## src/design/sha256_stream_hasher_defines.svh

```systemverilog
// Assertion macros for the SHA-256 stream hasher.
`ifndef SHA256_STREAM_HASHER_DEFINES_SVH
`define SHA256_STREAM_HASHER_DEFINES_SVH
`ifndef SYNTHESIS
`define SHA_ASSERT_IMP(label, clk, rst_n, ante, cons) \
  label: assert property (@(posedge clk) disable iff (!rst_n) (ante) |-> (cons)) \
    else $error("assertion failed");
`define SHA_ASSERT_NEXT(label, clk, rst_n, ante, cons) \
  label: assert property (@(posedge clk) disable iff (!rst_n) (ante) |=> (cons)) \
    else $error("assertion failed");
`else
`define SHA_ASSERT_IMP(label, clk, rst_n, ante, cons)
`define SHA_ASSERT_NEXT(label, clk, rst_n, ante, cons)
`endif
`endif

```

## src/design/sha_pkg.sv

```systemverilog
`timescale 1ns / 1ps
package sha_pkg;
  localparam int unsigned BlockBytes = 64;
  localparam int unsigned RamDepth   = 64;
  localparam logic [7:0]  PadByte    = 8'h80;
  localparam logic [5:0]  LenStart   = 6'd56;

  typedef enum logic [1:0] {
    SEL_DATA = 2'd0,
    SEL_PAD  = 2'd1,
    SEL_ZERO = 2'd2,
    SEL_LEN  = 2'd3
  } byte_sel_e;

  typedef struct packed {
    logic       init;
    logic       load_en;
    byte_sel_e  sel;
    logic [5:0] load_idx;
    logic       rnd_start;
    logic       rnd_en;
    logic [5:0] rnd_idx;
    logic       fold;
    logic       add_bits;
    logic [5:0] len_bytes;
    logic       wr_en;
    logic [5:0] wr_addr;
    logic [7:0] wr_data;
    logic       rd_en;
    logic [5:0] rd_addr;
  } ctrl_t;

  localparam logic [31:0] InitHash [8] = '{
    32'h6a09e667, 32'hbb67ae85, 32'h3c6ef372, 32'ha54ff53a,
    32'h510e527f, 32'h9b05688c, 32'h1f83d9ab, 32'h5be0cd19
  };

  localparam logic [31:0] RoundK [64] = '{
    32'h428a2f98,32'h71374491,32'hb5c0fbcf,32'he9b5dba5,32'h3956c25b,32'h59f111f1,32'h923f82a4,
    32'hab1c5ed5,32'hd807aa98,32'h12835b01,32'h243185be,32'h550c7dc3,32'h72be5d74,32'h80deb1fe,
    32'h9bdc06a7,32'hc19bf174,32'he49b69c1,32'hefbe4786,32'h0fc19dc6,32'h240ca1cc,32'h2de92c6f,
    32'h4a7484aa,32'h5cb0a9dc,32'h76f988da,32'h983e5152,32'ha831c66d,32'hb00327c8,32'hbf597fc7,
    32'hc6e00bf3,32'hd5a79147,32'h06ca6351,32'h14292967,32'h27b70a85,32'h2e1b2138,32'h4d2c6dfc,
    32'h53380d13,32'h650a7354,32'h766a0abb,32'h81c2c92e,32'h92722c85,32'ha2bfe8a1,32'ha81a664b,
    32'hc24b8b70,32'hc76c51a3,32'hd192e819,32'hd6990624,32'hf40e3585,32'h106aa070,32'h19a4c116,
    32'h1e376c08,32'h2748774c,32'h34b0bcb5,32'h391c0cb3,32'h4ed8aa4a,32'h5b9cca4f,32'h682e6ff3,
    32'h748f82ee,32'h78a5636f,32'h84c87814,32'h8cc70208,32'h90befffa,32'ha4506ceb,32'hbef9a3f7,
    32'hc67178f2
  };

  function automatic logic [31:0] ror(input logic [31:0] x, input int unsigned n);
    ror = (x >> n) | (x << (32 - n));
  endfunction
endpackage

```

## src/design/sha_ram.sv

```systemverilog
`timescale 1ns / 1ps
module sha_ram #(
  parameter int unsigned Width = 8,
  parameter int unsigned Depth = 64
) (
  input  logic                     clk_i,
  input  logic                     we_i,
  input  logic [$clog2(Depth)-1:0] waddr_i,
  input  logic [Width-1:0]         wdata_i,
  input  logic                     re_i,
  input  logic [$clog2(Depth)-1:0] raddr_i,
  output logic [Width-1:0]         rdata_o
);
  logic [Width-1:0] mem_q [Depth];
  logic [Width-1:0] rdata_q;

  always_ff @(posedge clk_i) begin
    if (we_i) mem_q[waddr_i] <= wdata_i;
    if (re_i) rdata_q <= mem_q[raddr_i];
  end

  assign rdata_o = rdata_q;
endmodule

```

## src/design/sha_datapath.sv

```systemverilog
`timescale 1ns / 1ps
module sha_datapath (
  input  logic              clk_i,
  input  logic              rst_ni,
  input  sha_pkg::ctrl_t    ctrl_i,
  input  logic [2:0]        out_idx_i,
  output logic [31:0]       digest_word_o
);
  import sha_pkg::*;

  logic [31:0] h_q [8];
  logic [31:0] v_q [8];
  logic [31:0] w_q [16];
  logic [63:0] bits_q;
  logic [7:0]  ram_rdata;
  logic [7:0]  lbyte;
  logic [63:0] total;
  logic [31:0] wt, s0, s1, t1, t2, ch, mj, bs0, bs1;

  sha_ram #(.Width(8), .Depth(RamDepth)) u_buf (
    .clk_i  (clk_i),
    .we_i   (ctrl_i.wr_en),
    .waddr_i(ctrl_i.wr_addr),
    .wdata_i(ctrl_i.wr_data),
    .re_i   (ctrl_i.rd_en),
    .raddr_i(ctrl_i.rd_addr),
    .rdata_o(ram_rdata)
  );

  assign total = bits_q + {55'd0, ctrl_i.len_bytes, 3'd0};

  always_comb begin
    unique case (ctrl_i.sel)
      SEL_DATA: lbyte = ram_rdata;
      SEL_PAD:  lbyte = PadByte;
      SEL_ZERO: lbyte = 8'd0;
      SEL_LEN:  lbyte = total[8*(7-ctrl_i.load_idx[2:0]) +: 8];
      default:  lbyte = 8'd0;
    endcase
  end

  always_comb begin
    s0  = ror(w_q[1], 7) ^ ror(w_q[1], 18) ^ (w_q[1] >> 3);
    s1  = ror(w_q[14], 17) ^ ror(w_q[14], 19) ^ (w_q[14] >> 10);
    wt  = w_q[0];
    bs1 = ror(v_q[4], 6) ^ ror(v_q[4], 11) ^ ror(v_q[4], 25);
    ch  = (v_q[4] & v_q[5]) ^ (~v_q[4] & v_q[6]);
    t1  = v_q[7] + bs1 + ch + RoundK[ctrl_i.rnd_idx] + wt;
    bs0 = ror(v_q[0], 2) ^ ror(v_q[0], 13) ^ ror(v_q[0], 22);
    mj  = (v_q[0] & v_q[1]) ^ (v_q[0] & v_q[2]) ^ (v_q[1] & v_q[2]);
    t2  = bs0 + mj;
  end

  always_ff @(posedge clk_i or negedge rst_ni) begin
    if (!rst_ni) begin
      for (int i = 0; i < 8; i++) h_q[i] <= InitHash[i];
      bits_q <= '0;
    end else if (ctrl_i.init) begin
      for (int i = 0; i < 8; i++) h_q[i] <= InitHash[i];
      bits_q <= '0;
    end else begin
      if (ctrl_i.fold) for (int i = 0; i < 8; i++) h_q[i] <= h_q[i] + v_q[i];
      if (ctrl_i.add_bits) bits_q <= bits_q + 64'd512;
    end
  end

  always_ff @(posedge clk_i) begin
    if (ctrl_i.load_en) begin
      w_q[ctrl_i.load_idx[5:2]] <= {w_q[ctrl_i.load_idx[5:2]][23:0], lbyte};
    end else if (ctrl_i.rnd_en) begin
      for (int i = 0; i < 15; i++) w_q[i] <= w_q[i+1];
      w_q[15] <= s1 + w_q[9] + s0 + w_q[0];
    end
    if (ctrl_i.rnd_start) begin
      for (int i = 0; i < 8; i++) v_q[i] <= h_q[i];
    end else if (ctrl_i.rnd_en) begin
      v_q[7] <= v_q[6]; v_q[6] <= v_q[5]; v_q[5] <= v_q[4]; v_q[4] <= v_q[3] + t1;
      v_q[3] <= v_q[2]; v_q[2] <= v_q[1]; v_q[1] <= v_q[0]; v_q[0] <= t1 + t2;
    end
  end

  assign digest_word_o = h_q[out_idx_i];
endmodule

```

## src/design/sha_ctrl.sv

```systemverilog
`timescale 1ns / 1ps
`include "sha256_stream_hasher_defines.svh"
module sha_ctrl (
  input  logic           clk_i,
  input  logic           rst_ni,
  input  logic           in_valid_i,
  output logic           in_ready_o,
  input  logic           action_i,
  input  logic [7:0]     data_byte_i,
  output logic           out_valid_o,
  input  logic           out_ready_i,
  output logic [2:0]     out_idx_o,
  output sha_pkg::ctrl_t ctrl_o
);
  import sha_pkg::*;

  typedef enum logic [2:0] {
    ST_IDLE, ST_LOAD, ST_ROUND, ST_FOLD, ST_EMIT
  } state_e;

  state_e     state_q, state_d;
  logic [5:0] pend_q, pend_d;
  logic [6:0] cnt_q, cnt_d;
  logic       fin_q, fin_d;
  logic       extra_q, extra_d;
  logic       second_q, second_d;
  logic [2:0] oidx_q, oidx_d;
  logic       in_acc;
  logic [5:0] bi;
  logic       rd_valid;

  assign in_ready_o  = (state_q == ST_IDLE);
  assign in_acc      = in_valid_i && in_ready_o;
  assign out_valid_o = (state_q == ST_EMIT);
  assign out_idx_o   = oidx_q;

  // read in LOAD leads its use through the RAM read register: cnt 0..63 reads, cnt 1..64 loads
  assign bi       = cnt_q[5:0] - 6'd1;
  assign rd_valid = !second_q && (bi < pend_q);

  always_comb begin
    state_d  = state_q;
    pend_d   = pend_q;
    cnt_d    = cnt_q;
    fin_d    = fin_q;
    extra_d  = extra_q;
    second_d = second_q;
    oidx_d   = oidx_q;
    ctrl_o   = '0;
    ctrl_o.sel       = SEL_ZERO;
    ctrl_o.len_bytes = pend_q;
    ctrl_o.wr_addr   = pend_q;
    ctrl_o.wr_data   = data_byte_i;
    ctrl_o.rd_addr   = cnt_q[5:0];
    ctrl_o.load_idx  = bi;
    ctrl_o.rnd_idx   = cnt_q[5:0];
    unique case (state_q)
      ST_IDLE: begin
        if (in_acc) begin
          cnt_d    = '0;
          second_d = 1'b0;
          if (!action_i) begin
            ctrl_o.wr_en = 1'b1;
            pend_d = pend_q + 6'd1;
            if (pend_q == 6'd63) begin
              fin_d   = 1'b0;
              state_d = ST_LOAD;
            end
          end else begin
            fin_d   = 1'b1;
            extra_d = (pend_q >= LenStart);
            state_d = ST_LOAD;
          end
        end
      end
      ST_LOAD: begin
        ctrl_o.rd_en = (cnt_q < 7'd64);
        if (cnt_q != 7'd0) begin
          ctrl_o.load_en = 1'b1;
          if (!fin_q) ctrl_o.sel = SEL_DATA;
          else if (rd_valid) ctrl_o.sel = SEL_DATA;
          else if (!second_q && bi == pend_q) ctrl_o.sel = SEL_PAD;
          else if (!extra_q && bi >= LenStart) ctrl_o.sel = SEL_LEN;
          else if (second_q && bi >= LenStart) ctrl_o.sel = SEL_LEN;
          else ctrl_o.sel = SEL_ZERO;
        end
        if (cnt_q == 7'd64) begin
          ctrl_o.rnd_start = 1'b1;
          cnt_d   = '0;
          state_d = ST_ROUND;
        end else begin
          cnt_d = cnt_q + 7'd1;
        end
      end
      ST_ROUND: begin
        ctrl_o.rnd_en = 1'b1;
        cnt_d = cnt_q + 7'd1;
        if (cnt_q == 7'd63) state_d = ST_FOLD;
      end
      ST_FOLD: begin
        ctrl_o.fold = 1'b1;
        cnt_d = '0;
        if (!fin_q) begin
          ctrl_o.add_bits = 1'b1;
          state_d = ST_IDLE;
        end else if (extra_q && !second_q) begin
          second_d = 1'b1;
          state_d  = ST_LOAD;
        end else begin
          oidx_d  = '0;
          state_d = ST_EMIT;
        end
      end
      ST_EMIT: begin
        if (out_ready_i) begin
          oidx_d = oidx_q + 3'd1;
          if (oidx_q == 3'd7) begin
            ctrl_o.init = 1'b1;
            pend_d  = '0;
            state_d = ST_IDLE;
          end
        end
      end
      default: state_d = ST_IDLE;
    endcase
  end

  always_ff @(posedge clk_i or negedge rst_ni) begin
    if (!rst_ni) begin
      state_q  <= ST_IDLE;
      pend_q   <= '0;
      cnt_q    <= '0;
      fin_q    <= 1'b0;
      extra_q  <= 1'b0;
      second_q <= 1'b0;
      oidx_q   <= '0;
    end else begin
      state_q  <= state_d;
      pend_q   <= pend_d;
      cnt_q    <= cnt_d;
      fin_q    <= fin_d;
      extra_q  <= extra_d;
      second_q <= second_d;
      oidx_q   <= oidx_d;
    end
  end

  `SHA_ASSERT_IMP(a_ready_idle, clk_i, rst_ni, in_ready_o, !out_valid_o)
  `SHA_ASSERT_NEXT(a_round_cnt, clk_i, rst_ni, state_q == ST_ROUND && cnt_q == 7'd63,
                   state_q == ST_FOLD)
  `SHA_ASSERT_IMP(a_second_fin, clk_i, rst_ni, second_q, fin_q && extra_q)
  `SHA_ASSERT_NEXT(a_emit_wrap, clk_i, rst_ni,
                   out_valid_o && out_ready_i && oidx_q == 3'd7,
                   state_q == ST_IDLE && pend_q == 6'd0)
endmodule

```

## src/design/sha256_stream_hasher.sv

```systemverilog
`timescale 1ns / 1ps
// SHA-256 stream hasher.
// Input channel (in_valid_i/in_ready_o): one byte per item, action_i = 0
// absorbs data_byte_i, action_i = 1 closes the message and pads it.
// Output channel (out_valid_o/out_ready_i): after a finish, eight digest
// words, word_index_o 0 to 7, last_word_o high on the eighth.
// The 64th byte of a block starts a compression: a load of the block from
// the buffer, 64 rounds through one shared round unit and a fold; no
// further byte is taken until the compression is done.
// A finish takes one compression, or two when 56 or more bytes are pending,
// then the digest words follow one a cycle while the receiver takes them.
// The block buffer is a 64-byte RAM with registered read.
// A stalled receiver holds the current digest word; no input is taken
// until all eight words are delivered, after which the state reinitializes.
// Reset loads the initial hash words and clears byte and bit counts; the
// block is ready straight out of reset.
module sha256_stream_hasher (
  input  logic        clk_i,
  input  logic        rst_ni,
  input  logic        in_valid_i,
  output logic        in_ready_o,
  input  logic        action_i,
  input  logic [7:0]  data_byte_i,
  output logic        out_valid_o,
  input  logic        out_ready_i,
  output logic [31:0] digest_word_o,
  output logic [2:0]  word_index_o,
  output logic        last_word_o
);
  import sha_pkg::*;

  ctrl_t      ctrl;
  logic [2:0] oidx;

  sha_ctrl u_ctrl (
    .clk_i      (clk_i),
    .rst_ni     (rst_ni),
    .in_valid_i (in_valid_i),
    .in_ready_o (in_ready_o),
    .action_i   (action_i),
    .data_byte_i(data_byte_i),
    .out_valid_o(out_valid_o),
    .out_ready_i(out_ready_i),
    .out_idx_o  (oidx),
    .ctrl_o     (ctrl)
  );

  sha_datapath u_dp (
    .clk_i        (clk_i),
    .rst_ni       (rst_ni),
    .ctrl_i       (ctrl),
    .out_idx_i    (oidx),
    .digest_word_o(digest_word_o)
  );

  assign word_index_o = oidx;
  assign last_word_o  = (oidx == 3'd7);
endmodule
```

## config.mk

```make
export PLATFORM = sky130hd
export DESIGN_NAME = sha256_stream_hasher
export DESIGN_NICKNAME = d
export VERILOG_FILES = /design/src/design/sha_pkg.sv /design/src/design/sha_ram.sv /design/src/design/sha_datapath.sv /design/src/design/sha_ctrl.sv /design/src/design/sha256_stream_hasher.sv
export VERILOG_INCLUDE_DIRS = /design/src /design/src/design
export SDC_FILE = /design/constraint.sdc
export NUM_CORES = 2
export LEC_CHECK = 0
export ABC_AREA = 0
export CAP_MARGIN = 20
export CORE_MARGIN = 1
export CORE_UTILIZATION = 35
export CTS_BUF_LIST = sky130_fd_sc_hd__clkbuf_4 sky130_fd_sc_hd__clkbuf_8
export DETAILED_ROUTE_END_ITERATION = 16
export DONT_BUFFER_PORTS = 1
export HOLD_SLACK_MARGIN = 0.02
export PLACE_DENSITY = 0.59
export SLEW_MARGIN = 15
export SYNTH_ARGS = -nofsm -noshare
export SYNTH_HDL_FRONTEND = slang
export SYNTH_HIERARCHICAL = 1
export SYNTH_SLANG_ARGS = --single-unit
```

## constraint.sdc

```tcl
create_clock -name clk_i -period 9.7 [get_ports clk_i]
set_input_delay 0.97 -clock clk_i [delete_from_list [all_inputs] [get_ports clk_i]]
set_output_delay 0.97 -clock clk_i [all_outputs]
set_load 0.02 [all_outputs]
```

==> impl_metrics.toml <==
[synthesis]
synth_top_area_share_pct = 39.4
synth_seq_cells = 1621
syn-num-nets = 9159
synth_area_mm2 = 0.0982
synth_cells = 8551
seq_area_frac_synth_pct = 48.0
ys_top_cells_by_area = "edfxtp_1, mux4_2, ha_1, dfrtp_1, nand2_1"
yosysUniqueCellTypes = 102
synth-edff-count = 1288
avgSynthCellArea_um2 = 11.5
synth_top_area_cell = "edfxtp_1"
yosys-top-cells-count = "edfxtp_1, nand2_1, a21o_1, nor2_1, a21oi_1"
yosysMostFrequentCell = "edfxtp_1"
synth-warning-count = 6
async_reset_ff_share_pct = 20.5
synth_ff_type = "edfxtp_1"

[clock_network]
cts.repair.resized = 0
htree_num_levels = 5
clock-sinks = 1621
post_cts_buffers = 0
clk_path_buf_depth = 4
cts_made_buffers = 299
clock_latency_ns = 1.05
cts_tree = "yes"
cts.clk_slew.worst_paths_ns = 0.06
cts-root-buf = "clkbuf_8"
holdBufCountCts = 20

[sta]
skew_ns = 0.104
post-route-min-period_ns = 9.09
rsz0062_at_grt = "no"
relSlewSlack_pct = 18.7
maxSlewViolCount = 0
final_hold_viol_count = 0
fmax_ghz = 0.110
finalCritPeriodShare_pct = 93.7
finalSetupViolCount = 0
setup_tns_ns = 0
worst_slew_pin_slew_ns = 1.21

[critical_path]
path_max_fanout = 16
critical_path_class = "reg2reg"
crit_path_end_kind = "flip-flop"
critPathRequiredTime_ns = 10.57
cp_top_family = "compound AO/OA/AOI/OAI gates"
worst-endpoint-arrival_ns = 9.96
critPathMaxStageDelay_ns = 0.57
worstPathBufferInverterCount = 3
cpMaxStageDelayCell = "a311oi_1"
worst_setup_path_start_kind = "flip-flop"

[die]
ioPinCount = 51
die_h_um = 532
coreArea_mm2 = 0.279
initial_core_util_pct = 35.2
fp.dieArea_mm2 = 0.283
die_w_um = 532
fp-row-count = 194

[placement]
globalplace.congestion = 0.966
io_buffers = 0
dp_hpwl_um = 228000

[power]
leakage_nw = 42.4
powerDensity_mw_per_mm2 = 132
ir_worst_vdd_v = 0.0000974
power_mw = 14.3

[route]
postRouteAntennaNets = 0
viasPerCell = 5.71
route.detailed.wl_per_inst_um = 26.7
drtIter0Drc = 7394
vias = 70931
routed_wl_um = 331000
drc = 0
drtPass1Iterations = 6

[job]
cap_violations = 0

[hold_path]
min_path_type = "in2reg"

[layout]
drive_gt1_share_pct = 14.2
syn2layout_area_growth_pct = 10.3
fin_nets = 9062

[global_routing]
grt_usage_pct = 22.9
grt_pass1_vias = 68916
antenna_found_initial = 6
grt_max_degree = 282
grt_pass1_wl_um = 483000
overflow = 0

[status]
status = "complete, no violations"
-- per-stage QoR --
step	instance area [um2]	hold slack, ns	std cells	utilization, %	setup slack [ns]
detailed placement	102000	0.502	11853	36.5	0.819
global route	108000	0.0739	12422	38.8	0.179
CTS	108000	0.0203	12417	38.8	0.770
floorplan	98200	0.488	8551	-	1.60
global placement	102000	0.497	11853	36.5	0.815
finish	108000	0.130	12424	38.8	0.611
-- placed cells by master (no fill, tap or decap), types with 48 or more instances in the layout --
| master | n |
|---|---|
| nor2_1 | 510 |
| o21ai_0 | 397 |
| and3_1 | 56 |
| ha_1 | 400 |
| mux4_2 | 329 |
| a31oi_1 | 48 |
| a21oi_1 | 435 |
| nand2b_1 | 58 |
| a211oi_1 | 63 |
| dfrtp_1 | 188 |
| clkinv_1 | 57 |
| inv_1 | 311 |
| xnor2_1 | 390 |
| o21a_1 | 159 |
| xor2_1 | 190 |
| nand2_1 | 1092 |
| nor2b_1 | 75 |
| nand3_1 | 115 |
| nor3_1 | 103 |
| clkbuf_4 | 99 |
| dfstp_2 | 136 |
| mux2_2 | 58 |
| clkbuf_8 | 325 |
| o21bai_1 | 50 |
| o211ai_1 | 54 |
| buf_4 | 107 |
| mux2i_1 | 137 |
| edfxtp_1 | 1288 |
| fa_1 | 195 |
| a21o_1 | 545 |
-- registers in the layout, indices dropped and copies added (netlist names) --
signal	cells
u_dp/u_buf/mem_q	512
u_dp/w_q	512
u_dp/h_q	256
u_dp/v_q	256
u_dp/bits_q	55
u_dp/u_buf/rdata_o	8
u_ctrl/cnt_q	7
u_ctrl/pend_q	6
u_ctrl/out_idx_o	3
u_ctrl/state_q	3
u_ctrl/extra_q	1
u_ctrl/fin_q	1
u_ctrl/second_q	1
-- metal layers --
layer / vias to the layer above / part of all wire (%) / track usage (%)
li1: 31267 / - / -
met1: 36214 / 43 / 32.0
met2: 2889 / 45 / 35.4
met3: 559 / 7.5 / 3.51
met4: 2 / 4.3 / 9.08
met5: - / 0.0039 / 0
-- path summary, 6_finish.rpt --
path                                              from                           endpoint  slack, ns  depth (start not counted)
hold / removal                          data_byte_i[2]  u_dp/u_buf/mem_q[20][2]$_DFFE_PP_       0.13                          0
min in group asynchronous                       rst_ni          u_dp/h_q[172]$_DFFE_PN1P_       0.22                          1
hold reg to reg              u_dp/w_q[3][26]$_DFFE_PP_          u_dp/w_q[2][26]$_DFFE_PP_       0.46                          1
setup reg to reg           u_ctrl/cnt_q[1]$_DFFE_PN0P_          u_dp/v_q[0][30]$_DFFE_PP_       0.61                         30
setup / recovery           u_ctrl/cnt_q[1]$_DFFE_PN0P_          u_dp/v_q[0][30]$_DFFE_PP_       0.61                         30
max in group asynchronous                       rst_ni          u_dp/h_q[222]$_DFFE_PN0P_       7.22                          4
-- cell families after synthesis --
family          synth area share (%)
simple gates                    10.1
fa+ha+maj                       9.39
compound gates                  14.1
mux                             9.62
buf+inv                         3.55
xor+xnor                        5.21
flops                           48.0
-- layout make-up --
cell class,count,area [um2]
Fill cell,26934,171000
Multi-Input combinational cell,6080,47900
Sequential cell,1621,47200
Clock buffer,424,5220
Tap cell,3724,4660
Timing Repair Buffer,137,1370
Inverter,315,1200
Clock inverter,120,826
Antenna cell,3,7.51
-- report_power, final --
group	switching (mW)	internal [mW]	leakage (nW)
Combinational	0.0782	0.0171	23.7
Sequential	0	7.46	15.5
Clock	3.10	3.65	3.19
No activity file was read; power rests on OpenSTA's default activity.
